`src/design/sfa_pkg.sv`:
```
package sfa_pkg;
	localparam int FREE_ENTRIES = 64;
	localparam int ADDR_BITS = 32;
	localparam int IDX_W = $clog2(FREE_ENTRIES);
	localparam int AW = ADDR_BITS + 1;

	localparam logic [1:0] ST_REUSE = 2'd0;
	localparam logic [1:0] ST_CARVE = 2'd1;
	localparam logic [1:0] ST_FREED = 2'd2;
	localparam logic [1:0] ST_EXHAUST = 2'd3;

	localparam logic [1:0] REG_POOL = 2'd0;
	localparam logic [1:0] REG_CLASS = 2'd1;
	localparam logic [1:0] REG_TRAV = 2'd2;

	typedef struct packed {
		logic        mode;
		logic [15:0] size;
		logic [31:0] address;
	} req_t;

	typedef struct packed {
		logic [31:0] address_res;
		logic [1:0]  status;
		logic        dropped;
	} res_t;

	// controller -> datapath
	typedef struct packed {
		logic load;      // latch request, start class division
		logic scan_clr;  // clear best tracking
		logic scan_step; // evaluate entry at scan index
		logic decide;    // pick reuse or carve, queue table add
		logic add_step;  // finish table add, build result
	} cmd_t;

	// datapath -> controller
	typedef struct packed {
		logic div_done;
		logic scan_last;
		logic is_free;
	} sts_t;
endpackage

```
`src/design/sfa_ctrl.sv`:
```
module sfa_ctrl (
	input  logic          clk,
	input  logic          arst_n,
	input  logic          start,
	output logic          busy,
	input  sfa_pkg::sts_t sts,
	output sfa_pkg::cmd_t cmd,
	output logic          done
);
	import sfa_pkg::*;
	localparam logic [2:0] S_IDLE = 3'd0;
	localparam logic [2:0] S_DIV  = 3'd1;
	localparam logic [2:0] S_SCAN = 3'd2;
	localparam logic [2:0] S_DEC  = 3'd3;
	localparam logic [2:0] S_ADIV = 3'd4;
	localparam logic [2:0] S_OUT  = 3'd5;
	logic [2:0] state_q, state_d;
	logic       done_q;

	always_comb begin
		state_d = state_q;
		cmd = '0;
		unique case (state_q)
			S_IDLE: if (start) begin
				cmd.load = 1'b1;
				state_d = S_DIV;
			end
			S_DIV: if (sts.div_done) begin
				cmd.scan_clr = 1'b1;
				state_d = sts.is_free ? S_DEC : S_SCAN;
			end
			S_SCAN: begin
				cmd.scan_step = 1'b1;
				if (sts.scan_last) state_d = S_DEC;
			end
			S_DEC: begin
				cmd.decide = 1'b1;
				state_d = S_ADIV;
			end
			S_ADIV: if (sts.div_done) state_d = S_OUT;
			S_OUT: begin
				cmd.add_step = 1'b1;
				state_d = S_IDLE;
			end
			default: state_d = S_IDLE;
		endcase
	end

	always_ff @(posedge clk or negedge arst_n) begin
		if (!arst_n) begin
			state_q <= S_IDLE;
			done_q <= 1'b0;
		end else begin
			state_q <= state_d;
			done_q <= cmd.add_step;
		end
	end
	assign busy = state_q != S_IDLE;
	assign done = done_q;
endmodule

```
`config.mk`:
```
export PLATFORM = sky130hd
export DESIGN_NAME = sfa_ctrl
export DESIGN_NICKNAME = d
export VERILOG_FILES = /design/src/design/sfa_pkg.sv /design/src/design/sfa_ctrl.sv
export SDC_FILE = /design/constraint.sdc
export NUM_CORES = 1
export LEC_CHECK = 0
export ABC_CLOCK_PERIOD_IN_PS = 1250
export BUFFER_PORTS_ARGS = -buffer_cell sky130_fd_sc_hd__buf_4
export CAP_MARGIN = 15
export CORE_AREA = 3 3 40 42
export CTS_CLUSTER_SIZE = 10
export DETAILED_ROUTE_END_ITERATION = 8
export DIE_AREA = 0 0 43 45
export PLACE_DENSITY_LB_ADDON = 0.3
export SLEW_MARGIN = 0
export SYNTH_ARGS = -nofsm -noshare
export SYNTH_HDL_FRONTEND = slang
export SYNTH_SLANG_ARGS = --single-unit
export TNS_END_PERCENT = 10
```
`constraint.sdc`:
```
create_clock -name clk -period 1.25 [get_ports clk]
set_input_delay 0.25 -clock clk [delete_from_list [all_inputs] [get_ports clk]]
set_output_delay 0.25 -clock clk [all_outputs]
set_load 0.02 [all_outputs]
```
==> results of run 1 <==
==> sequential cells by signal, summed over array words and instances (netlist names) <==
signal   cells
state_q      3
done         1
==> layout by cell type, fill, tap and decap left out <==
cell type | synthesis | layout
a21o_1 | 1 | 1
a21oi_1 | 1 | 1
and2_4 | 0 | 1
and2b_2 | 0 | 1
buf_4 | 0 | 12
buf_6 | 0 | 4
clkbuf_4 | 0 | 3
dfrtp_1 | 4 | 4
dlygate4sd3_1 | 0 | 1
inv_1 | 2 | 2
mux2i_1 | 1 | 1
nand2_1 | 2 | 2
nand3_1 | 1 | 1
nor2_1 | 4 | 2
nor2_4 | 0 | 2
nor3b_2 | 0 | 1
o211ai_1 | 1 | 1
o21ai_0 | 1 | 1
or2b_1 | 1 | 1
or3_1 | 2 | 1
or3_4 | 0 | 1
==> worst max-delay path: stages (launching register included) <==
cell     delay (ns)
dfrtp_1        0.38
or3_4          0.41
nor2_4         0.09
buf_6          0.11
==> repair_timing <==
item / 4_1_cts / 5_1_grt
pin swaps: 3 / 1
gates resized for setup: 7 / 2
endpoints found under the setup margin: 6 / 6
hold endpoints to repair: 4 / 0
hold buffers: 1 / 0
==> metal layers <==
layer	vias to the layer above	track usage (%)
met5	-	0
met4	0	3.61
met3	2	6.37
met2	11	11.1
met1	112	8.03
li1	124	-
==> where the power goes <==
group | switching, mW | internal, mW
registers | 0.0382 | 0.184
logic | 0.341 | 0.358
clock network | 0.0543 | 0.107
total | 0.433 | 0.650
==> metrics by stage <==
stage          instances  worst slack, ns  util (%)
2_1_floorplan         25          -0.0364         -
3_3_place_gp          55          -0.0175      28.2
3_5_place_dp          55          -0.0286      28.2
4_1_cts               59           -0.230      32.8
5_1_grt               59           -0.285      33.2
6_report              59           -0.223      33.2
==> logic make-up (layout without fill, tap and decap cells) <==
family	after synthesis	in the layout	share of synthesized area, %
and+or+nand+nor	13	13	31.8
DFF	4	4	46.2
muxes	1	1	4.62
buffers and inverters	3	22	5.78
AOI/OAI and AO/OA	4	4	11.6
==> area by class of cell <==
type | count | area, um2
inverters | 2 | 7.51
fillers | 141 | 858
repair buffers | 17 | 145
multi-input cells | 18 | 133
well taps | 15 | 18.8
flip-flops and latches | 4 | 100
clock buffers | 3 | 22.5
==> how the worst min path moves through the flow <==
stage / from / to
after global placement: arst_n / state_q[2]$_DFFE_PN0P_
final: sts[2] / state_q[0]$_DFFE_PN0P_
after floorplan: arst_n / done$_DFF_PN0_
after global routing: sts[2] / state_q[0]$_DFFE_PN0P_
after CTS: sts[2] / state_q[0]$_DFFE_PN0P_
after detailed placement: arst_n / done$_DFF_PN0_
==> impl_metrics.env, run 1 <==
export IMPL_final_layout_size_suffix_gt1_share_pct=56.8
export IMPL_reg2reg_from="state_q[1]$_DFFE_PN0P_"
export IMPL_coreArea_mm2=0.00128
export IMPL_synth_edf_count=0
export IMPL_cts_made_buffers=3
export IMPL_grt_first_pass_wirelength_mm=1.04
export IMPL_syn_nets=31
export IMPL_maxCapViolations=0
export IMPL_status="finished with violations"
export IMPL_clock_fmax_mhz=679
export IMPL_num_vias=249
export IMPL_diodes=0
export IMPL_grt_pass1_vias=245
export IMPL_die_w_um=43
export IMPL_skew_ns=0.00229
export IMPL_min_path_cells=3
export IMPL_cp_endpoint="cmd[4]"
export IMPL_placed_area_um2=363
export IMPL_hold_path_class="input port to flop"
export IMPL_reg2reg_depth=4
export IMPL_clock_sinks=4
export IMPL_grt_max_degree=10
export IMPL_met3_length_um=61
export IMPL_met1Wirelength_um=241
export IMPL_leakage_nw=0.218
export IMPL_ys_warn_count=0
export IMPL_pin_count=13
export IMPL_nets=52
export IMPL_die_area_mm2=0.00194
export IMPL_wl_met2_um=258
export IMPL_clkTransAtPathRegs_ns=0.04
export IMPL_viasPerCell=4.22
export IMPL_syn_inst=25
export IMPL_insertion_delay_ns=0.24
export IMPL_drt_pass1_iterations=2
export IMPL_dpl_hpwl_um=448
export IMPL_syn_area_um2=216
export IMPL_drt_iter0_markers=1
export IMPL_critPathLaunch="state_q[1]$_DFFE_PN0P_"
export IMPL_wl_um=578
export IMPL_areaGrowthSynthToFinish_pct=97.1
export IMPL_synth_area_leaders="dfrtp_1 (46%), nor2_1 (6.9%), or3_1 (5.8%), mux2i_1 (4.6%), a21o_1 (3.5%)"
export IMPL_ys_seq_area_share_pct=46.2
export IMPL_rr_endpoint="state_q[0]$_DFFE_PN0P_"
export IMPL_worst_path_max_fanout=3
export IMPL_initial_core_util_pct=16.8
export IMPL_ant_nets=0
export IMPL_holdWs_ns=0.288
export IMPL_reg2reg_slack_ns=0.13
export IMPL_relSlewSlack_pct=89.3
export IMPL_ys_flop_type="dfrtp_1"
export IMPL_grt_antenna_before_repair=0
export IMPL_fp_row_count=13
export IMPL_tritoncts="built"
export IMPL_violations="setup timing"
export IMPL_synth_largest_area_cell="dfrtp_1"
export IMPL_synth_area_per_cell_um2=8.66
export IMPL_fin_area_um2=427
export IMPL_maxSlewViolCount=0
export IMPL_cp_end_kind="primary output"
export IMPL_wl_per_cell_um=9.80
export IMPL_io_buffers=12
export IMPL_cts_setup_buffers=0
export IMPL_rsz0062_at_grt="true"
export IMPL_worstMarginPinSlew_ns=0.159
export IMPL_setup_violations=6
export IMPL_grt_overflow_total=0
export IMPL_finalCritPeriodShare_pct=118
export IMPL_synth_top_area_share_pct=46.2
export IMPL_drc=0
export IMPL_arrival_ns=1.22
export IMPL_clockBufferDepth=2
export IMPL_layout_setup_ws_ns=-0.223
export IMPL_worst_setup_path_start_kind="flop"
export IMPL_period_minus_slack_ns=1.47
export IMPL_hold_viol_final=0
export IMPL_top_layer="met4"
export IMPL_powerDensity_mw_per_mm2=2540
export IMPL_synth_common_cells="dfrtp_1 (4), nor2_1 (4), inv_1 (2), nand2_1 (2), or3_1 (2)"
export IMPL_synthDistinctLibCells=16
export IMPL_power_total_mw=1.08
export IMPL_synthArstFlopShare_pct=100
export IMPL_gp_congestion=0.703
export IMPL_die_h_um=45
export IMPL_fin_tns_setup_ns=-0.803
export IMPL_ys_ff_latch=4
export IMPL_cts_root_buf="clkbuf_4"
export IMPL_peakVddDrop_v=0.000952
export IMPL_track_usage_pct=7.69
export IMPL_path_class="flop to primary output"
export IMPL_cp_data_required_time_ns=1.00
export IMPL_htree_levels=1
(Power assumes the default switching activity.)
==> inputs of run 2 (changes only) <==
--- a/config.mk
+++ b/config.mk
@@ -13,6 +13,7 @@
 export DETAILED_ROUTE_END_ITERATION = 8
 export DIE_AREA = 0 0 43 45
 export PLACE_DENSITY_LB_ADDON = 0.3
+export REMOVE_ABC_BUFFERS = 1
 export SLEW_MARGIN = 0
 export SYNTH_ARGS = -nofsm -noshare
 export SYNTH_HDL_FRONTEND = slang
==> run 2 against run 1 <==
  * The run still ends with setup timing left
  * Count of clock-buffer cells in the layout is the same
  * Critical path depth unchanged
  * Die area is the same
  * Global-route usage fell by 1.0 points
  * Worst hold slack better by 0.0056 ns
  * Setup slack lost 0.034 ns
==> impl_metrics.env, run 2 (synthesis gave the netlist of run 1 again) <==
export IMPL_die_area_mm2=0.00194
export IMPL_regMostFlops="state_q"
export IMPL_nets=51
export IMPL_holdWs_ns=0.294
export IMPL_grt_overflow_total=0
export IMPL_slowest_delay_ns=0.41
export IMPL_largest_register_ffs=3
export IMPL_fp_row_count=13
export IMPL_fin_area_um2=409
export IMPL_peakVddDrop_v=0.000894
export IMPL_die_w_um=43
export IMPL_path_class="flop to primary output"
export IMPL_viasPerCell=4.12
export IMPL_diodes=0
export IMPL_place_ws_ns=0.00767
export IMPL_final_common_cell="buf_4"
export IMPL_grt_first_pass_wirelength_um=848
export IMPL_clock_fmax_mhz=664
export IMPL_cts_made_buffers=3
export IMPL_cts_root_buf="clkbuf_4"
export IMPL_arrival_ns=1.26
export IMPL_sw_frac_of_total_pct=40.6
export IMPL_worst_setup_path_start_kind="flop"
export IMPL_io_buffers=12
export IMPL_areaGrowthSynthToFinish_pct=89.0
export IMPL_hold_path_class="input port to flop"
export IMPL_hold_viol_final=0
export IMPL_placed_area_um2=343
export IMPL_switchingPower_mw=0.423
export IMPL_htree_levels=1
export IMPL_rsz0062_at_grt="true"
export IMPL_tritoncts="built"
export IMPL_reg2reg_slack_ns=0.13
export IMPL_reg2reg_depth=4
export IMPL_setup_violations=6
export IMPL_worst_path_stages=3
export IMPL_pwr_share_seq_pct=21.7
export IMPL_relSlewSlack_pct=90.2
export IMPL_grt_antenna_before_repair=0
export IMPL_drt_pass1_iterations=4
export IMPL_status="finished with violations"
export IMPL_grt_pass1_vias=226
export IMPL_violations="setup timing"
export IMPL_maxCapViolations=0
export IMPL_critPathLaunch="state_q[2]$_DFFE_PN0P_"
export IMPL_layout_common_cells="buf_4 (12), dfrtp_1 (4), clkbuf_4 (3), buf_6 (3)"
export IMPL_coreArea_mm2=0.00128
export IMPL_critical_path_top_delay_family="simple AND/OR/NAND/NOR gates"
export IMPL_gp_congestion=0.717
export IMPL_slowest_stage="or3_4"
export IMPL_period_minus_slack_ns=1.51
export IMPL_clockBufferDepth=2
export IMPL_final_layout_size_suffix_gt1_share_pct=53.5
export IMPL_clock_sinks=4
export IMPL_seqCellArea_um2=100
export IMPL_cp_data_required_time_ns=1.00
export IMPL_layout_setup_ws_ns=-0.256
export IMPL_worstMarginPinSlew_ns=0.147
export IMPL_num_vias=239
export IMPL_cp_end_kind="primary output"
export IMPL_intPower_mw=0.618
export IMPL_pin_count=13
export IMPL_leakage_nw=0.212
export IMPL_worstPathCellList="or3_4 > nor2_4 > buf_6"
export IMPL_grt_max_degree=10
export IMPL_skew_ns=0.000415
export IMPL_worst_path_max_fanout=2
export IMPL_nFillCells=139
export IMPL_reg2reg_from="state_q[1]$_DFFE_PN0P_"
export IMPL_insertion_delay_ns=0.23
export IMPL_pwr_share_clk_pct=15.4
export IMPL_powerDensity_mw_per_mm2=2550
export IMPL_wl_per_cell_um=10.9
export IMPL_die_h_um=45
export IMPL_rr_endpoint="state_q[0]$_DFFE_PN0P_"
export IMPL_cp_endpoint="cmd[4]"
export IMPL_initial_core_util_pct=16.8
export IMPL_drc=0
export IMPL_maxSlewViolCount=0
export IMPL_wl_um=633
export IMPL_cts_setup_buffers=0
export IMPL_track_usage_pct=6.67
export IMPL_critPathBufInv=1
export IMPL_ant_nets=0
export IMPL_p_comb_share_pct=62.9
export IMPL_fin_tns_setup_ns=-0.945
export IMPL_clkTransAtPathRegs_ns=0.04
export IMPL_drt_iter0_markers=2
export IMPL_multi_input_comb_area_um2=126
export IMPL_finalCritPeriodShare_pct=120
==> run 2: worst min path at each step <==
stage | startpoint | end | depth (start not counted)
after floorplan | arst_n | done$_DFF_PN0_ | 0
after global placement | arst_n | state_q[0]$_DFFE_PN0P_ | 1
after detailed placement | arst_n | done$_DFF_PN0_ | 1
after CTS | sts[2] | state_q[0]$_DFFE_PN0P_ | 3
after global routing | sts[2] | state_q[0]$_DFFE_PN0P_ | 3
final | sts[2] | state_q[0]$_DFFE_PN0P_ | 3
==> run 2: through the flow <==
stage	power, mW	cells	utilization, %
after floorplan	0.524	24	-
after global placement	0.786	54	26.7
after detailed placement	0.784	54	26.7
after CTS	0.991	58	30.6
after global routing	1.12	58	31.8
final	1.04	58	31.8
==> run 2: final cells by class <==
class,instances,area share (%)
repair buffers,16,32.7
multi-input cells,18,30.9
clock buffers,3,5.50
inverters,2,1.83
flip-flops and latches,4,24.5
well taps,15,4.59
==> run 2: what timing repair did <==
action	CTS	global route
gates resized for setup	5	4
setup endpoints to repair	6	6
hold buffers	1	0
gates cloned	0	0
pin swaps	2	1
endpoints found under the hold margin	4	0
==> run 2: worst min-delay path, stage by stage <==
cell and delay, ns:
buf_4 0.09, nand3_1 0.07, o211ai_1 0.08
==> run 2: routing by layer <==
metal	track usage [%]	vias up	part of all wire (%)
li1	-	121	-
met1	5.57	108	37
met2	10.8	8	53
met3	5.98	2	6.8
met4	3.61	0	3.3
met5	0	-	0
==> run 2: power groups by stage <==
stage | Sequential [mW] | Combinational (mW) | Clock [mW]
2_1_floorplan | 0.258 | 0.266 | 0
3_3_place_gp | 0.220 | 0.566 | 0
3_5_place_dp | 0.218 | 0.566 | 0
4_1_cts | 0.217 | 0.607 | 0.167
5_1_grt | 0.228 | 0.700 | 0.187
6_report | 0.226 | 0.656 | 0.160
==> inputs of run 3 (changes only) <==
--- a/config.mk
+++ b/config.mk
@@ -8,10 +8,11 @@
 export ABC_CLOCK_PERIOD_IN_PS = 1250
 export BUFFER_PORTS_ARGS = -buffer_cell sky130_fd_sc_hd__buf_4
 export CAP_MARGIN = 15
-export CORE_AREA = 3 3 40 42
+export CORE_AREA = 2 2 39 41
 export CTS_CLUSTER_SIZE = 10
 export DETAILED_ROUTE_END_ITERATION = 8
-export DIE_AREA = 0 0 43 45
+export DIE_AREA = 0 0 41 43
+export GPL_TIMING_DRIVEN = 0
 export PLACE_DENSITY_LB_ADDON = 0.3
 export REMOVE_ABC_BUFFERS = 1
 export SLEW_MARGIN = 0
==> run 3 against run 2 <==
  * The flow still finishes with violations (setup timing)
  * Sequential power is 10% higher
  * Critical path depth is the same
  * Clock power is essentially flat
==> impl_metrics.env, run 3 (synthesis gave the netlist of run 1 again) <==
export IMPL_tritoncts="built"
export IMPL_powerDensity_mw_per_mm2=2540
export IMPL_finalCritPeriodShare_pct=121
export IMPL_track_usage_pct=9.36
export IMPL_initial_core_util_pct=15.6
export IMPL_clock_sinks=4
export IMPL_num_vias=241
export IMPL_fp_row_count=14
export IMPL_cp_end_kind="primary output"
export IMPL_dpl_cell_count=52
export IMPL_ant_nets=0
export IMPL_largest_register_ffs=3
export IMPL_pwr_share_seq_pct=22.9
export IMPL_die_w_um=41
export IMPL_worstPathCellList="or3_4 > nor2_4 > buf_6"
export IMPL_met1Wirelength_um=239
export IMPL_seqCellArea_um2=104
export IMPL_maxSlewViolCount=0
export IMPL_peakVddDrop_v=0.00102
export IMPL_skew_ns=0.00230
export IMPL_setup_violations=6
export IMPL_clkTransAtPathRegs_ns=0.04
export IMPL_drc=0
export IMPL_layout_common_cells="buf_4 (10), buf_6 (5), clkbuf_4 (3), dfrtp_2 (3)"
export IMPL_rsz0062_at_grt="true"
export IMPL_die_h_um=43
export IMPL_coreArea_mm2=0.00138
export IMPL_insertion_delay_ns=0.24
export IMPL_arrival_ns=1.26
export IMPL_leakage_nw=0.209
export IMPL_pwr_share_clk_pct=14.8
export IMPL_final_common_cell="buf_4"
export IMPL_hold_viol_final=0
export IMPL_violations="setup timing"
export IMPL_relSlewSlack_pct=89.3
export IMPL_drt_pass1_iterations=2
export IMPL_hold_path_class="input port to flop"
export IMPL_regMostFlops="state_q"
export IMPL_drt_iter0_markers=1
export IMPL_io_buffers=12
export IMPL_critPathBufInv=1
export IMPL_period_minus_slack_ns=1.51
export IMPL_htree_levels=1
export IMPL_p_comb_share_pct=62.3
export IMPL_status="finished with violations"
export IMPL_wl_um=597
export IMPL_met3_length_um=61
export IMPL_die_area_mm2=0.00176
export IMPL_cts_made_buffers=3
export IMPL_clock_fmax_mhz=661
export IMPL_intPower_mw=0.648
export IMPL_switchingPower_mw=0.439
export IMPL_slowest_delay_ns=0.41
export IMPL_viasPerCell=4.08
export IMPL_dpl_hpwl_um=392
export IMPL_grt_pass1_vias=264
export IMPL_reg2reg_slack_ns=0.09
export IMPL_post_route_util_pct=30.9
export IMPL_grt_max_degree=10
export IMPL_areaGrowthSynthToFinish_pct=97.7
export IMPL_clockBufferDepth=2
export IMPL_top_layer="met4"
export IMPL_nets=51
export IMPL_layout_setup_ws_ns=-0.263
export IMPL_grt_first_pass_wirelength_mm=1.11
export IMPL_sw_frac_of_total_pct=40.4
export IMPL_worstMarginPinSlew_ns=0.159
export IMPL_nFillCells=152
export IMPL_diodes=0
export IMPL_wl_met2_um=274
export IMPL_wl_per_cell_um=10.1
export IMPL_place_ws_ns=-0.123
export IMPL_worst_setup_path_start_kind="flop"
export IMPL_fin_cells=59
export IMPL_maxCapViolations=0
export IMPL_pin_count=13
export IMPL_cp_data_required_time_ns=1.00
export IMPL_cts_root_buf="clkbuf_4"
export IMPL_multi_input_comb_area_um2=133
export IMPL_slowest_stage="dfrtp_2"
export IMPL_grt_overflow_total=0
export IMPL_critical_path_top_delay_family="simple AND/OR/NAND/NOR gates"
export IMPL_gp_congestion=0.701
export IMPL_worst_path_max_fanout=4
export IMPL_grt_antenna_before_repair=0
export IMPL_path_class="flop to primary output"
export IMPL_final_layout_size_suffix_gt1_share_pct=67.4
run 3: cell counts in the layout (fill, tap and decap cells not counted):
No cell type changed its count.
run 3: stage by stage:
step	total power [mW]	hold WS [ns]	TNS (ns)	instance area (um2)
final	1.09	0.307	-1.04	428
after detailed placement	0.710	0.0474	-0.173	322
after global routing	1.17	0.322	-1.27	428
after CTS	1.03	0.285	-1.10	403
after floorplan	0.524	-0.0456	-0.258	211
after global placement	0.712	0.0496	-0.177	322
run 3: timing repair:
item	in CTS	in global routing
pin swaps	2	4
hold buffers	1	0
setup buffers	2	1
endpoints found under the hold margin	4	0
setup endpoints to repair	6	6
gates resized for setup	11	6
run 3: path summary, 6_finish.rpt:
kind,start,end,cells after the start
worst min-delay path,sts[2],state_q[0]$_DFFE_PN0P_,3
worst max-delay path,state_q[1]$_DFFE_PN0P_,cmd[4],3
worst min register to register,state_q[2]$_DFFE_PN0P_,state_q[1]$_DFFE_PN0P_,2
max in group asynchronous,arst_n,state_q[0]$_DFFE_PN0P_,2
min in group asynchronous,arst_n,state_q[1]$_DFFE_PN0P_,2
worst max register to register,state_q[1]$_DFFE_PN0P_,state_q[0]$_DFFE_PN0P_,4
run 3: worst reg2reg max path, delay by kind of cell (launching register included):
family          cells  cell delay, ns
compound gates      1            0.10
buf+inv             1            0.15
flops               1            0.41
mux                 1            0.10
simple gates        1            0.30
run 3: power by group through the flow:
stage / combinational, mW / sequential (mW) / clock [mW]
global route: 0.742 / 0.254 / 0.172
CTS: 0.609 / 0.248 / 0.170
finish: 0.678 / 0.249 / 0.160
detailed placement: 0.437 / 0.273 / 0
global placement: 0.436 / 0.276 / 0
floorplan: 0.266 / 0.258 / 0
run 3: cell type report:
type                            instances  share of cell area, %
Inverter                                2                   1.75
Sequential cell                         4                   24.3
Timing Repair Buffer                   16                   33.0
Clock buffer                            3                   5.26
Tap cell                               16                   4.68
Multi-Input combinational cell         18                   31.0
run 3: metal layers:
layer | vias to the layer above | global-route usage, %
met3 | 2 | 2.09
li1 | 118 | -
met4 | 0 | 6.00
met5 | - | 0
met1 | 106 | 11.0
met2 | 15 | 14.4
